[config.mk]
export PLATFORM = sky130hd
export DESIGN_NAME = ite_job_queue
export DESIGN_NICKNAME = d
export VERILOG_FILES = /design/src/hdl/ite_pkg.sv /design/src/hdl/ite_job_queue.sv
export SDC_FILE = /design/constraint.sdc
export NUM_CORES = 1
export LEC_CHECK = 0
export ABC_AREA = 1
export BUFFER_PORTS_ARGS = -buffer_cell sky130_fd_sc_hd__buf_2
export CAP_MARGIN = 20
export CORE_MARGIN = 2
export CORE_UTILIZATION = 45
export DETAILED_ROUTE_END_ITERATION = 16
export GPL_TIMING_DRIVEN = 0
export PLACE_DENSITY = 0.7
export SYNTH_ARGS = -nofsm -noshare
export SYNTH_HDL_FRONTEND = slang
export SYNTH_SLANG_ARGS = --single-unit
[constraint.sdc]
create_clock -name clk -period 10.5 [get_ports clk]
set_clock_uncertainty 0.05 [all_clocks]
set_input_delay 1.575 -clock clk [delete_from_list [all_inputs] [get_ports clk]]
set_output_delay 1.575 -clock clk [all_outputs]
set_load 0.03 [all_outputs]
[src/hdl/ite_pkg.sv]
// ite_pkg: types, constants and small lookup functions for the timestamp to epoch block
// used by ite_front, ite_job_queue, ite_back and iso_timestamp_to_epoch; depends on nothing
`default_nettype none

package ite_pkg;

    // request and result items
    typedef struct packed {
        logic [7:0] char_code;
        logic       last;
    } in_item_t;

    typedef struct packed {
        logic signed [56:0] epoch_seconds;
        logic               valid_res;
    } out_item_t;

    // one parsed timestamp handed from the parser to the converter
    typedef struct packed {
        logic signed [31:0] year;
        logic signed [31:0] month;
        logic signed [31:0] day;
        logic signed [31:0] hour;
        logic signed [31:0] minute;
        logic signed [31:0] second;
        logic               parse_ok;
    } job_t;

    // parser scan phase
    typedef enum logic [1:0] {
        PH_START  = 2'd0,
        PH_SIGN   = 2'd1,
        PH_DIGITS = 2'd2
    } scan_phase_t;

    // converter sequencer
    typedef enum logic [2:0] {
        BK_IDLE,
        BK_DIV,
        BK_FIX,
        BK_MUL,
        BK_DAYS,
        BK_SCALE,
        BK_SUM,
        BK_OUT
    } back_state_t;

    // number fields of one timestamp
    localparam int FIELD_COUNT = 6;
    localparam logic [2:0] LAST_FIELD = 3'd5;

    // character codes
    localparam logic [7:0] CH_NUL   = 8'h00;
    localparam logic [7:0] CH_TAB   = 8'h09;
    localparam logic [7:0] CH_CR    = 8'h0D;
    localparam logic [7:0] CH_SPACE = 8'h20;
    localparam logic [7:0] CH_PLUS  = 8'h2B;
    localparam logic [7:0] CH_MINUS = 8'h2D;
    localparam logic [7:0] CH_0     = 8'h30;
    localparam logic [7:0] CH_9     = 8'h39;
    localparam logic [7:0] CH_COLON = 8'h3A;
    localparam logic [7:0] CH_T     = 8'h54;

    // largest magnitude a digit run may reach (negative limit)
    localparam logic [35:0] MAG_LIMIT = 36'd2147483648;

    // calendar constants
    localparam logic [9:0]         YEARS_PER_ERA  = 10'd400;
    localparam logic [1:0]         DIV_STEPS      = 2'd2;
    // ceil(2^34 / 25): exact quotient by 25 for dividends below 2^29
    localparam logic [29:0]        ERA_RECIP      = 30'd687194768;
    localparam logic [17:0]        DAYS_PER_YEAR  = 18'd365;
    localparam logic signed [18:0] DAYS_PER_ERA   = 19'sd146097;
    localparam logic signed [20:0] DAY_OFFSET     = 21'sd719468;
    localparam logic signed [17:0] SEC_PER_DAY    = 18'sd86400;
    localparam logic signed [12:0] SEC_PER_HOUR   = 13'sd3600;
    localparam logic signed [7:0]  SEC_PER_MIN    = 8'sd60;

    // job queue
    localparam int JQ_DEPTH = 2;
    localparam int JQ_PTR_W = 1;

    // separator expected after field idx
    function automatic logic [7:0] sep_char(input logic [2:0] idx);
        logic [7:0] c;
        case (idx)
            3'd0:    c = CH_MINUS;
            3'd1:    c = CH_MINUS;
            3'd2:    c = CH_T;
            3'd3:    c = CH_COLON;
            3'd4:    c = CH_COLON;
            default: c = CH_NUL;
        endcase
        return c;
    endfunction

    // (153 * mp + 2) / 5 for shifted month mp in 0..11
    function automatic logic [8:0] doy_base(input logic [3:0] mp);
        logic [8:0] d;
        case (mp)
            4'd0:    d = 9'd0;
            4'd1:    d = 9'd31;
            4'd2:    d = 9'd61;
            4'd3:    d = 9'd92;
            4'd4:    d = 9'd122;
            4'd5:    d = 9'd153;
            4'd6:    d = 9'd184;
            4'd7:    d = 9'd214;
            4'd8:    d = 9'd245;
            4'd9:    d = 9'd275;
            4'd10:   d = 9'd306;
            4'd11:   d = 9'd337;
            default: d = 9'd0;
        endcase
        return d;
    endfunction

endpackage

`default_nettype wire

[src/hdl/ite_job_queue.sv]
// ite_job_queue: short queue of parsed timestamps between parser and converter
// depends on ite_pkg (job_t, queue depth)
`default_nettype none

module ite_job_queue (
    input  wire logic          clk,
    input  wire logic          rst_n,
    input  wire logic          push,
    input  wire ite_pkg::job_t wr_item,
    output logic               full,
    input  wire logic          pop,
    output ite_pkg::job_t      rd_item,
    output logic               empty
);

    localparam int CNT_W = ite_pkg::JQ_PTR_W + 1;

    ite_pkg::job_t                 slots_reg [ite_pkg::JQ_DEPTH];
    logic [ite_pkg::JQ_PTR_W-1:0]  wr_ptr_reg;
    logic [ite_pkg::JQ_PTR_W-1:0]  rd_ptr_reg;
    logic [CNT_W-1:0]              count_reg;
    logic                          do_push;
    logic                          do_pop;

    assign full    = (count_reg == CNT_W'(ite_pkg::JQ_DEPTH));
    assign empty   = (count_reg == '0);
    assign do_push = push && !full;
    assign do_pop  = pop && !empty;
    assign rd_item = slots_reg[rd_ptr_reg];

    // pointers and fill level
    always_ff @(posedge clk or negedge rst_n)
    begin
        if (!rst_n)
        begin
            wr_ptr_reg <= '0;
            rd_ptr_reg <= '0;
            count_reg  <= '0;
        end
        else
        begin
            if (do_push)
                wr_ptr_reg <= (wr_ptr_reg == ite_pkg::JQ_PTR_W'(ite_pkg::JQ_DEPTH - 1)) ?
                              '0 : wr_ptr_reg + 1'b1;
            if (do_pop)
                rd_ptr_reg <= (rd_ptr_reg == ite_pkg::JQ_PTR_W'(ite_pkg::JQ_DEPTH - 1)) ?
                              '0 : rd_ptr_reg + 1'b1;
            if (do_push && !do_pop)
                count_reg <= count_reg + 1'b1;
            else if (do_pop && !do_push)
                count_reg <= count_reg - 1'b1;
        end
    end

    // storage
    always_ff @(posedge clk)
    begin
        if (do_push)
            slots_reg[wr_ptr_reg] <= wr_item;
    end

endmodule

`default_nettype wire

==> metrics.txt <==
ys async rst share=1.03%; IO buf count=391; global route total overflow=0; CTS tree=done; Synth top area share=80.9%; Fin Hold WS=444 ps; DR iter-0 viols=424; post-synthesis cell type count=15; final hold vios=0; worst vdd ir=0.000229 V; placed insts=1841; first-pass GRT wire length=49800 um; register bit total from synthesis=390; RSZ-0062 raised after global routing=false; Leak=7.90 nW; post-synth top area cell=edfxtp_1; syn_area_per_cell=13.8 um^2; clk sinks=390; register area share after synthesis=81.6%; Final nets=1679; top cells by area, synth=edfxtp_1 (81%), nand2_1 (15%), buf_6 (1.4%), buf_2 (0.73%), dfrtp_1 (0.70%); CP Class=register to output port; Layout area overhead=27.3%; count leader, synth=nand2_1; Die X=182 um; Power Dens Cells=324 nW/um^2; post-CTS setup buffers=0; commonest cells in the synthesized netlist=nand2_1 (588), edfxtp_1 (386), buf_2 (21); CTS Buf Count=40; H-tree depth=2; Fmax=0.280 GHz; post-route ant nets=0; layout cells sized above 1=33.0%; Tmin final=3580 ps; routed wire length=33000 um; post-synthesis cell area=14300 um^2; largest net degree at the start of global routing=115; Root Driver=clkbuf_16; CP max FO=10; Residual DRC=0; IO Count=392; worst endpoint required time=8880 ps; Worst Slack Setup Final=6920 ps; via count=9127; Post-synth EDFFs=386; post-detailed-route via-to-cell ratio=4.77; initial antenna violation count=13; die area=33300 um^2; Rows=65; 1st-pass router iterations=5; fin area=18300 um^2; Slew HR=38.6%; drt wl/cell=17.2 um; Worst Path Arrival=1950 ps; placed instance area=17000 um^2; Tot GR Track Use=19.5%; Clk Latency, worst-skew pair=520 ps; Yosys warnings=0; DP Worst Slack=6920 ps; Worst Setup End Kind=output port; Syn Nets=1238; Hold Crit Class=register to register; final non-filler cell total=1915; part of the cycle the worst path needs=34.1%; Die H=182 um; Final GP Congestion=0.750; max cap viols=0; core area=31500 um^2; CTS Buffer Depth=3; DP HPWL=23200 um; top_reg_cell synth=edfxtp_1; Initial Util=45.5%; final setup vio count=0; vias in the first global route=8997; Gate Count Post-Synth=1040; max reg flops=386; hold_buf cts=0; CTS clk-pin slew, worst paths=60 ps; Startpoint Class=register; Least-Margin Pin Slew=921 ps; post-CTS sizing=0; status=completed; Pins Over Slew Limit=0
[critical path, cell delays in order, from the launching register on]
cell     delay (ps)
dfrtp_1         360
buf_4           160
inv_4            80
buf_6           200
buf_6           180
nand2_1          70
nand2_1         120
buf_2           230
[power by group]
part | switching [mW] | internal, mW
combinational | 1.75 | 0.608
clock | 0.552 | 0.808
sequential | 0.0755 | 2.12
[metal layers]
| layer | up-vias | share of wire (%) | GRT usage [%] |
|---|---|---|---|
| met5 | - | 0.18 | 0 |
| met4 | 10 | 2.1 | 5.32 |
| met3 | 56 | 12 | 8.70 |
| met2 | 385 | 49 | 33.8 |
| met1 | 4263 | 37 | 21.9 |
| li1 | 4413 | - | - |
[layout by cell type, fill, tap and decap left out]
cell type and count:
ha_1 1, edfxtp_1 386, nand3b_1 1, nand2_1 588, buf_6 18, clkinv_1 7
buf_2 412, clkinv_2 4, clkbuf_1 8, nand3_1 1, buf_4 4, buf_12 5
clkinvlp_4 3, inv_1 6, dfrtp_1 4, xnor2_1 1, nand4_1 1, clkbuf_16 41
bufinv_16 4, nor2_4 1, buf_16 3, nor2_1 3, inv_8 1, diode_2 7
o21ai_0 2, inv_4 1
[kinds of logic after synthesis]
family / after synthesis / synth area share, %
AND/OR/NAND/NOR: 595 / 15.6
flip-flops: 390 / 81.6
buffers and inverters: 51 / 2.58
AO/OA/AOI/OAI: 2 / 0.0698
XOR/XNOR: 1 / 0.0611
adder cells (fa/ha/maj): 1 / 0.0873
[worst paths after layout]
kind                       depth (start not counted)  slack [ps]          from                to
max                                                7        6920    rd_ptr_reg       rd_item[83]
min                                                2         440    wr_ptr_reg        wr_ptr_reg
max reg2reg                                        6        8140  count_reg[1]  slots_reg[0][29]
min reg2reg                                        2         440    wr_ptr_reg        wr_ptr_reg
max in group asynchronous                          1        9480         rst_n      count_reg[1]
min in group asynchronous                          1         800         rst_n        wr_ptr_reg
[through the flow]
stage	TNS, ps	power (mW)	utilization [%]
6_report	0	5.91	58.0
4_1_cts	0	5.98	57.9
3_3_place_gp	-890370	4.69	53.4
5_1_grt	0	6.22	58.0
3_5_place_dp	0	4.62	54.0
2_1_floorplan	0	3.88	-
[final cells by class]
| class | count | area [um^2] |
|---|---|---|
| antenna | 7 | 17.5 |
| buffer | 43 | 338 |
| clock buffer | 49 | 1060 |
| clock inverter | 18 | 189 |
| fill | 2557 | 13200 |
| inverter | 8 | 40.0 |
| multi-input combinational | 599 | 2280 |
| sequential | 390 | 11700 |
| tap | 402 | 503 |
| timing repair buffer | 399 | 2140 |
No activity file was read; power rests on OpenSTA's default activity.
