## config.mk

```make
export PLATFORM = sky130hd
export DESIGN_NAME = ite_back
export DESIGN_NICKNAME = d
export VERILOG_FILES = /design/src/hdl/ite_pkg.sv /design/src/hdl/ite_back.sv
export SDC_FILE = /design/constraint.sdc
export NUM_CORES = 2
export LEC_CHECK = 0
export ABC_AREA = 0
export BUFFER_PORTS_ARGS = -buffer_cell sky130_fd_sc_hd__buf_2
export CAP_MARGIN = 40
export CORE_MARGIN = 2
export CORE_UTILIZATION = 52
export DETAILED_ROUTE_END_ITERATION = 10
export PLACE_DENSITY = 0.71
export SLEW_MARGIN = 20
export SYNTH_ARGS = -nofsm -noshare
export SYNTH_HDL_FRONTEND = slang
export SYNTH_SLANG_ARGS = --single-unit
```

## constraint.sdc

```tcl
create_clock -name clk -period 16.5 [get_ports clk]
set_input_delay 4.125 -clock clk [delete_from_list [all_inputs] [get_ports clk]]
set_output_delay 4.125 -clock clk [all_outputs]
set_load 0.02 [all_outputs]
```

## src/hdl/ite_pkg.sv

```systemverilog
// ite_pkg: types, constants and small lookup functions for the timestamp to epoch block
// used by ite_front, ite_job_queue, ite_back and iso_timestamp_to_epoch; depends on nothing
`default_nettype none

package ite_pkg;

    // request and result items
    typedef struct packed {
        logic [7:0] char_code;
        logic       last;
    } in_item_t;

    typedef struct packed {
        logic signed [56:0] epoch_seconds;
        logic               valid_res;
    } out_item_t;

    // one parsed timestamp handed from the parser to the converter
    typedef struct packed {
        logic signed [31:0] year;
        logic signed [31:0] month;
        logic signed [31:0] day;
        logic signed [31:0] hour;
        logic signed [31:0] minute;
        logic signed [31:0] second;
        logic               parse_ok;
    } job_t;

    // parser scan phase
    typedef enum logic [1:0] {
        PH_START  = 2'd0,
        PH_SIGN   = 2'd1,
        PH_DIGITS = 2'd2
    } scan_phase_t;

    // converter sequencer
    typedef enum logic [2:0] {
        BK_IDLE,
        BK_DIV,
        BK_FIX,
        BK_MUL,
        BK_DAYS,
        BK_SCALE,
        BK_SUM,
        BK_OUT
    } back_state_t;

    // number fields of one timestamp
    localparam int FIELD_COUNT = 6;
    localparam logic [2:0] LAST_FIELD = 3'd5;

    // character codes
    localparam logic [7:0] CH_NUL   = 8'h00;
    localparam logic [7:0] CH_TAB   = 8'h09;
    localparam logic [7:0] CH_CR    = 8'h0D;
    localparam logic [7:0] CH_SPACE = 8'h20;
    localparam logic [7:0] CH_PLUS  = 8'h2B;
    localparam logic [7:0] CH_MINUS = 8'h2D;
    localparam logic [7:0] CH_0     = 8'h30;
    localparam logic [7:0] CH_9     = 8'h39;
    localparam logic [7:0] CH_COLON = 8'h3A;
    localparam logic [7:0] CH_T     = 8'h54;

    // largest magnitude a digit run may reach (negative limit)
    localparam logic [35:0] MAG_LIMIT = 36'd2147483648;

    // calendar constants
    localparam logic [9:0]         YEARS_PER_ERA  = 10'd400;
    localparam logic [1:0]         DIV_STEPS      = 2'd2;
    // ceil(2^34 / 25): exact quotient by 25 for dividends below 2^29
    localparam logic [29:0]        ERA_RECIP      = 30'd687194768;
    localparam logic [17:0]        DAYS_PER_YEAR  = 18'd365;
    localparam logic signed [18:0] DAYS_PER_ERA   = 19'sd146097;
    localparam logic signed [20:0] DAY_OFFSET     = 21'sd719468;
    localparam logic signed [17:0] SEC_PER_DAY    = 18'sd86400;
    localparam logic signed [12:0] SEC_PER_HOUR   = 13'sd3600;
    localparam logic signed [7:0]  SEC_PER_MIN    = 8'sd60;

    // job queue
    localparam int JQ_DEPTH = 2;
    localparam int JQ_PTR_W = 1;

    // separator expected after field idx
    function automatic logic [7:0] sep_char(input logic [2:0] idx);
        logic [7:0] c;
        case (idx)
            3'd0:    c = CH_MINUS;
            3'd1:    c = CH_MINUS;
            3'd2:    c = CH_T;
            3'd3:    c = CH_COLON;
            3'd4:    c = CH_COLON;
            default: c = CH_NUL;
        endcase
        return c;
    endfunction

    // (153 * mp + 2) / 5 for shifted month mp in 0..11
    function automatic logic [8:0] doy_base(input logic [3:0] mp);
        logic [8:0] d;
        case (mp)
            4'd0:    d = 9'd0;
            4'd1:    d = 9'd31;
            4'd2:    d = 9'd61;
            4'd3:    d = 9'd92;
            4'd4:    d = 9'd122;
            4'd5:    d = 9'd153;
            4'd6:    d = 9'd184;
            4'd7:    d = 9'd214;
            4'd8:    d = 9'd245;
            4'd9:    d = 9'd275;
            4'd10:   d = 9'd306;
            4'd11:   d = 9'd337;
            default: d = 9'd0;
        endcase
        return d;
    endfunction

endpackage

`default_nettype wire

```

## src/hdl/ite_back.sv

```systemverilog
// ite_back: converter sequencer, days-from-civil and scaling to seconds
// depends on ite_pkg; takes jobs from ite_job_queue, holds one result for the output side
`default_nettype none

module ite_back (
    input  wire logic          clk,
    input  wire logic          rst_n,
    input  wire ite_pkg::job_t job,
    input  wire logic          job_empty,
    output logic               job_pop,
    output ite_pkg::out_item_t result,
    output logic               empty,
    input  wire logic          pop
);

    ite_pkg::back_state_t state_reg, state_next;
    logic                 out_load;
    logic                 out_valid_reg;
    ite_pkg::out_item_t   out_data_reg;

    // captured job
    logic                 ok_reg;
    logic                 yneg_reg;
    logic [3:0]           mo_reg;
    logic [4:0]           dy_reg;
    logic signed [31:0]   hr_reg, mi_reg, se_reg;

    // divide by 400
    logic [8:0]           rem_reg;
    logic [32:0]          quot_reg;
    logic [22:0]          divq_reg;
    logic [1:0]           cnt_reg;

    // staged arithmetic
    logic signed [23:0]   era_reg;
    logic [17:0]          doe_reg;
    logic signed [44:0]   hms_reg;
    logic signed [41:0]   eprod_reg;
    logic signed [41:0]   days_reg;
    logic [37:0]          plo_reg;
    logic signed [38:0]   phi_reg;
    logic signed [56:0]   sum_reg;

    // combinational helpers
    logic signed [32:0]   y_adj;
    logic [32:0]          y_mag;
    logic                 range_ok;
    logic [58:0]          div_prod;
    logic [22:0]          div_q;
    logic [32:0]          q_x400;
    logic [32:0]          y_rem;
    logic signed [23:0]   era_pos;
    logic signed [23:0]   era_fix;
    logic [8:0]           yoe;
    logic [3:0]           mp;
    logic [8:0]           doy;
    logic [1:0]           cent;
    logic [17:0]          doe_fix;
    logic signed [44:0]   hr_x, mi_x, se_x, hms_fix;
    logic signed [41:0]   eprod_fix;
    logic signed [41:0]   days_fix;
    logic [37:0]          plo_fix;
    logic signed [38:0]   phi_fix;
    logic signed [56:0]   sum_fix;

    assign result = out_data_reg;
    assign empty  = !out_valid_reg;

    // sequencer state
    always_ff @(posedge clk or negedge rst_n)
    begin
        if (!rst_n)
            state_reg <= ite_pkg::BK_IDLE;
        else
            state_reg <= state_next;
    end

    // next state and handshakes
    always_comb
    begin
        state_next = state_reg;
        job_pop    = 1'b0;
        out_load   = 1'b0;
        case (state_reg)
            ite_pkg::BK_IDLE:
            begin
                if (!job_empty)
                begin
                    job_pop    = 1'b1;
                    state_next = ite_pkg::BK_DIV;
                end
            end
            ite_pkg::BK_DIV:
            begin
                if (cnt_reg == 2'd1)
                    state_next = ite_pkg::BK_FIX;
            end
            ite_pkg::BK_FIX:   state_next = ite_pkg::BK_MUL;
            ite_pkg::BK_MUL:   state_next = ite_pkg::BK_DAYS;
            ite_pkg::BK_DAYS:  state_next = ite_pkg::BK_SCALE;
            ite_pkg::BK_SCALE: state_next = ite_pkg::BK_SUM;
            ite_pkg::BK_SUM:   state_next = ite_pkg::BK_OUT;
            ite_pkg::BK_OUT:
            begin
                if (!out_valid_reg || pop)
                begin
                    out_load   = 1'b1;
                    state_next = ite_pkg::BK_IDLE;
                end
            end
            default: state_next = ite_pkg::BK_IDLE;
        endcase
    end

    // year shift for january and february, magnitude for the divider, range checks
    always_comb
    begin
        y_adj = $signed({job.year[31], job.year}) -
                ((job.month <= 32'sd2) ? 33'sd1 : 33'sd0);
        y_mag = y_adj[32] ? (~y_adj + 33'd1) : y_adj;
        range_ok = job.parse_ok &&
                   (job.month >= 32'sd1) && (job.month <= 32'sd12) &&
                   (job.day >= 32'sd1) && (job.day <= 32'sd31) &&
                   (job.hour <= 32'sd23) && (job.minute <= 32'sd59) &&
                   (job.second <= 32'sd60);
    end

    // divide by 400: shift out 16, reciprocal multiply by 1/25, then remainder
    always_comb
    begin
        div_prod = 59'(quot_reg[32:4]) * 59'(ite_pkg::ERA_RECIP);
        div_q    = div_prod[56:34];
        q_x400   = ({10'b0, divq_reg} << 8) + ({10'b0, divq_reg} << 7) +
                   ({10'b0, divq_reg} << 4);
        y_rem    = quot_reg - q_x400;
    end

    // floor era and year of era, day of era, time of day
    always_comb
    begin
        era_pos = $signed({1'b0, quot_reg[22:0]});
        if (!yneg_reg)
        begin
            era_fix = era_pos;
            yoe     = rem_reg;
        end
        else if (rem_reg == 9'd0)
        begin
            era_fix = -era_pos;
            yoe     = 9'd0;
        end
        else
        begin
            era_fix = -(era_pos + 24'sd1);
            yoe     = ite_pkg::YEARS_PER_ERA[8:0] - rem_reg;
        end

        mp  = (mo_reg > 4'd2) ? (mo_reg - 4'd3) : (mo_reg + 4'd9);
        doy = ite_pkg::doy_base(mp) + {4'b0, dy_reg} - 9'd1;

        if (yoe >= 9'd300)
            cent = 2'd3;
        else if (yoe >= 9'd200)
            cent = 2'd2;
        else if (yoe >= 9'd100)
            cent = 2'd1;
        else
            cent = 2'd0;

        doe_fix = ({9'b0, yoe} * ite_pkg::DAYS_PER_YEAR) + {11'b0, yoe[8:2]} -
                  {16'b0, cent} + {9'b0, doy};

        hr_x    = 45'(hr_reg);
        mi_x    = 45'(mi_reg);
        se_x    = 45'(se_reg);
        hms_fix = (hr_x * 45'(ite_pkg::SEC_PER_HOUR)) + (mi_x * 45'(ite_pkg::SEC_PER_MIN)) +
                  se_x;
    end

    // day count and seconds, split into two partial products
    always_comb
    begin
        eprod_fix = 42'(era_reg) * 42'(ite_pkg::DAYS_PER_ERA);
        days_fix  = eprod_reg + $signed({24'b0, doe_reg}) - 42'(ite_pkg::DAY_OFFSET);
        plo_fix   = 38'(days_reg[20:0]) * 38'(ite_pkg::SEC_PER_DAY[16:0]);
        phi_fix   = 39'($signed(days_reg[41:21])) * 39'(ite_pkg::SEC_PER_DAY);
        sum_fix   = $signed({phi_reg[35:0], 21'b0}) + $signed({19'b0, plo_reg}) +
                    $signed({{12{hms_reg[44]}}, hms_reg});
    end

    // datapath registers
    always_ff @(posedge clk)
    begin
        case (state_reg)
            ite_pkg::BK_IDLE:
            begin
                ok_reg   <= range_ok;
                yneg_reg <= y_adj[32];
                mo_reg   <= job.month[3:0];
                dy_reg   <= job.day[4:0];
                hr_reg   <= job.hour;
                mi_reg   <= job.minute;
                se_reg   <= job.second;
                rem_reg  <= '0;
                quot_reg <= y_mag;
                cnt_reg  <= ite_pkg::DIV_STEPS;
            end
            ite_pkg::BK_DIV:
            begin
                // quotient first, then remainder and era magnitude
                if (cnt_reg == ite_pkg::DIV_STEPS)
                begin
                    divq_reg <= div_q;
                end
                else
                begin
                    rem_reg  <= y_rem[8:0];
                    quot_reg <= {10'b0, divq_reg};
                end
                cnt_reg <= cnt_reg - 2'd1;
            end
            ite_pkg::BK_FIX:
            begin
                era_reg <= era_fix;
                doe_reg <= doe_fix;
                hms_reg <= hms_fix;
            end
            ite_pkg::BK_MUL:   eprod_reg <= eprod_fix;
            ite_pkg::BK_DAYS:  days_reg  <= days_fix;
            ite_pkg::BK_SCALE:
            begin
                plo_reg <= plo_fix;
                phi_reg <= phi_fix;
            end
            ite_pkg::BK_SUM:   sum_reg <= ok_reg ? sum_fix : '0;
            default:           ;
        endcase
    end

    // output holding register
    always_ff @(posedge clk or negedge rst_n)
    begin
        if (!rst_n)
            out_valid_reg <= 1'b0;
        else if (out_load)
            out_valid_reg <= 1'b1;
        else if (pop)
            out_valid_reg <= 1'b0;
    end

    always_ff @(posedge clk)
    begin
        if (out_load)
        begin
            out_data_reg.epoch_seconds <= sum_reg;
            out_data_reg.valid_res     <= ok_reg;
        end
    end

endmodule

`default_nettype wire

```

==> implementation parameters <==
Parameter                              Value

CTS
  Number of cells upsized or downsized after cts ... 0
  Sink Count ... 524
  Number of H-tree branching levels ... 2
  Clock transition at the register clock pins on the worst setup and hold paths after CTS ... 0.06 ns
  Clock buffer count from CTS ... 60
  Post-CTS setup buffers ... 0
  Later-pin clock latency in the skew report ... 0.69 ns
  Maximum buffer depth of the clock tree ... 3
  Clock root buffer master ... sky130_fd_sc_hd__clkbuf_16
  TritonCTS clock tree ... done
  Count of hold-fix buffers inserted at cts ... 0

Synthesis
  Cell area after synthesis ... 66000 um2
  Cells taking the most area after synthesis ... sky130_fd_sc_hd__edfxtp_1, sky130_fd_sc_hd__fa_1, sky130_fd_sc_hd__ha_1
  List of most frequent post-synthesis cells ... sky130_fd_sc_hd__inv_1, sky130_fd_sc_hd__ha_1, sky130_fd_sc_hd__fa_1
  Post-synth cell types ... 86
  Share of Yosys cell area claimed by the top area cell type ... 0.237
  Mapped Avg Cell Area ... 10.4 um2
  Warnings from Yosys ... 0
  Synth area leader ... sky130_fd_sc_hd__edfxtp_1
  Top-count cell post-synth ... sky130_fd_sc_hd__inv_1
  Synth Register Bits ... 524
  Async SR Flop Fraction ... 0.00763
  Portion of the post-synthesis area used by sequential elements ... 0.238
  Number of enable-type register cells in the synthesized netlist ... 520
  Syn_nets ... 8455
  Prevailing post-synth register cell ... sky130_fd_sc_hd__edfxtp_1
  Cells after Synth ... 6343

Setup path
  Critical path peak fanout ... 2
  Kind of capture point of the worst setup path ... output port
  Most repeated library cell on the critical path ... sky130_fd_sc_hd__buf_2
  Worst R2R Setup Slack ... 8.03 ns
  Reg2reg path depth ... 33
  Sum of buffers and inverters on the critical path ... 2
  Worst stage delay on the critical path ... 0.21 ns
  Critical path, cell by cell ... buf_2 -> nor4_1 -> buf_2
  Worst path required time ... 12.38 ns
  Critical Path AT ... 4.58 ns
  Crit path kind ... primary input to output port
  CP startpoint kind ... primary input
  Endpoint of the most critical register-to-register path ... doe_reg[17]$_DFFE_PP_
  Crit-path leading delay family ... buffers and inverters
  CP max-delay cell ... sky130_fd_sc_hd__buf_2
  Critical R2R Launch ... mo_reg[1]$_DFFE_PP_

Global route
  Total gr overflow ... 0
  Antenna violations before repair ... 1
  Pin count of the biggest net entering global routing ... 64
  First-pass GRT wire length ... 239000 um
  Via count of the first global-routing pass ... 46800
  GRT Total Usage ... 0.227

Timing
  Achievable frequency ... 115 MHz
  Number of endpoints with negative hold slack in the final report ... 0
  Tightest slew margin relative to the limit ... 0.401
  Aggregate negative setup slack ... 0 ns
  Setup repair after global routing missed its margin ... false
  Final setup violation count ... 0
  Final Critical Period ... 8.71 ns
  Actual slew at the worst max-slew pin ... 0.886 ns
  Final cycle utilization of the critical path ... 0.528
  Final Skew ... 0.0631 ns
  Final max-slew violation count ... 0
  Worst-case setup margin in the final layout ... 7.79 ns

Worst hold path
  Hold/Removal Path Class ... flip-flop to flip-flop
  Critical hold path startpoint ... sum_reg[45]$_SDFFCE_PN0P_
  Hold path endpoint ... result[46]$_DFFE_PP_
  WHS Path Cells ... 0

Placement
  Placement Setup Slack ... 7.79 ns
  Port Buffers ... 256
  Total instance count after detailed placement ... 8221
  Placed inst area ... 69500 um2
  Detailed placer's ending HPWL ... 121000 um
  Global placement routability congestion ... 0.959

Detailed routing
  Initial DRC count ... 2208
  DRC Markers ... 0
  Pre-antenna DRT Iters ... 5
  DR vias ... 44400
  Residual antenna-violating net count after detailed routing ... 0
  Routed wire length per instance ... 17.1 um
  Final WL ... 143000 um
  Average via count per standard cell ... 5.32

Floorplan
  IO Pins ... 257
  Die outline width ... 360 um
  Die area ... 130000 um2
  Floorplan row count ... 130
  Effective utilization at floorplan ... 0.525
  Floorplan die height ... 360 um
  Core Footprint ... 126000 um2

Finish
  Share of final-layout standard cells stronger than drive strength 1 ... 0.0652
  Layout area overhead ... 8.42%
  Flip-flop count of the largest register, all copies and words added ... 58
  Final cell count without fillers ... 8337
  Count of nets after finishing ... 8750
  Summed area of non-filler cells in the final layout ... 71600 um2

Status
  Status ... finished, final reports clean

Flow run
  Max-cap violation count ... 0
metrics by stage:
step,hold slack (ns),utilization
2_1_floorplan,0.400,-
3_3_place_gp,0.402,0.552
3_5_place_dp,0.405,0.552
4_1_cts,0.417,0.569
5_1_grt,0.429,0.569
6_report,0.417,0.569
per-layer routing:
| metal | GRT usage | vias to the layer above | part of all wire |
|---|---|---|---|
| met5 | 0 | - | 0 |
| met4 | 0.0739 | 0 | 0.035 |
| met3 | 0.0208 | 261 | 0.034 |
| met2 | 0.412 | 731 | 0.51 |
| met1 | 0.283 | 21600 | 0.42 |
| li1 | - | 21700 | - |
worst register-to-register path: cells and delay by family, from the launching register on:
family | cells | cell delay, ns
compound gates | 12 | 2.58
xor+xnor | 3 | 0.55
fa+ha+maj | 8 | 3.12
buf+inv | 6 | 0.62
flops | 1 | 0.50
simple gates | 4 | 0.78
cells in the final DEF, fill, tap and decap left out, types with 50 or more instances in the layout:
cell | Yosys | layout
sky130_fd_sc_hd__buf_2 | 3 | 257
sky130_fd_sc_hd__edfxtp_1 | 520 | 520
sky130_fd_sc_hd__o21ai_0 | 170 | 170
sky130_fd_sc_hd__a21oi_1 | 325 | 325
sky130_fd_sc_hd__xnor2_1 | 296 | 296
sky130_fd_sc_hd__inv_1 | 1445 | 1445
sky130_fd_sc_hd__and2_1 | 66 | 66
sky130_fd_sc_hd__ha_1 | 1170 | 1170
sky130_fd_sc_hd__nand2_1 | 226 | 226
sky130_fd_sc_hd__nor3_1 | 69 | 67
sky130_fd_sc_hd__fa_1 | 745 | 745
sky130_fd_sc_hd__nor2_1 | 234 | 232
sky130_fd_sc_hd__a21o_1 | 167 | 167
sky130_fd_sc_hd__xor2_1 | 132 | 132
sky130_fd_sc_hd__nand3_1 | 73 | 73
sky130_fd_sc_hd__nand4_1 | 50 | 50
sky130_fd_sc_hd__clkbuf_16 | 0 | 60
area by class of cell:
| class | instances | area [um2] |
|---|---|---|
| flip-flops and latches | 524 | 15700 |
| clock inverters | 46 | 533 |
| fillers | 10700 | 54200 |
| repair buffers | 294 | 1620 |
| well taps | 1650 | 2060 |
| clock buffers | 63 | 1510 |
| diodes | 2 | 5.00 |
| multi-input cells | 4313 | 44700 |
| inverters | 1445 | 5420 |
worst max path at each step:
stage | from | endpoint | slack (ns) | cells after the start
final | job_empty | job_pop | 7.79 | 3
after global routing | mo_reg[1]$_DFFE_PP_ | doe_reg[17]$_DFFE_PP_ | 7.48 | 33
after CTS | mo_reg[1]$_DFFE_PP_ | doe_reg[17]$_DFFE_PP_ | 7.69 | 32
after detailed placement | job_empty | job_pop | 7.79 | 3
after global placement | job_empty | job_pop | 7.77 | 3
after floorplan | job_empty | job_pop | 7.62 | 1
cells by family after synthesis:
logic type      Yosys count  share of synthesized area
compound gates          983                     0.0951
xor+xnor                429                     0.0571
fa+ha+maj              1915                      0.448
buf+inv                1506                     0.0858
flops                   524                      0.238
mux                       9                    0.00140
other cells               1                  0.0000568
simple gates            976                     0.0746
Power is left out: the tool's default activity adds up to more than one toggle a clock period on the data nets, which glitch-free logic cannot reach.
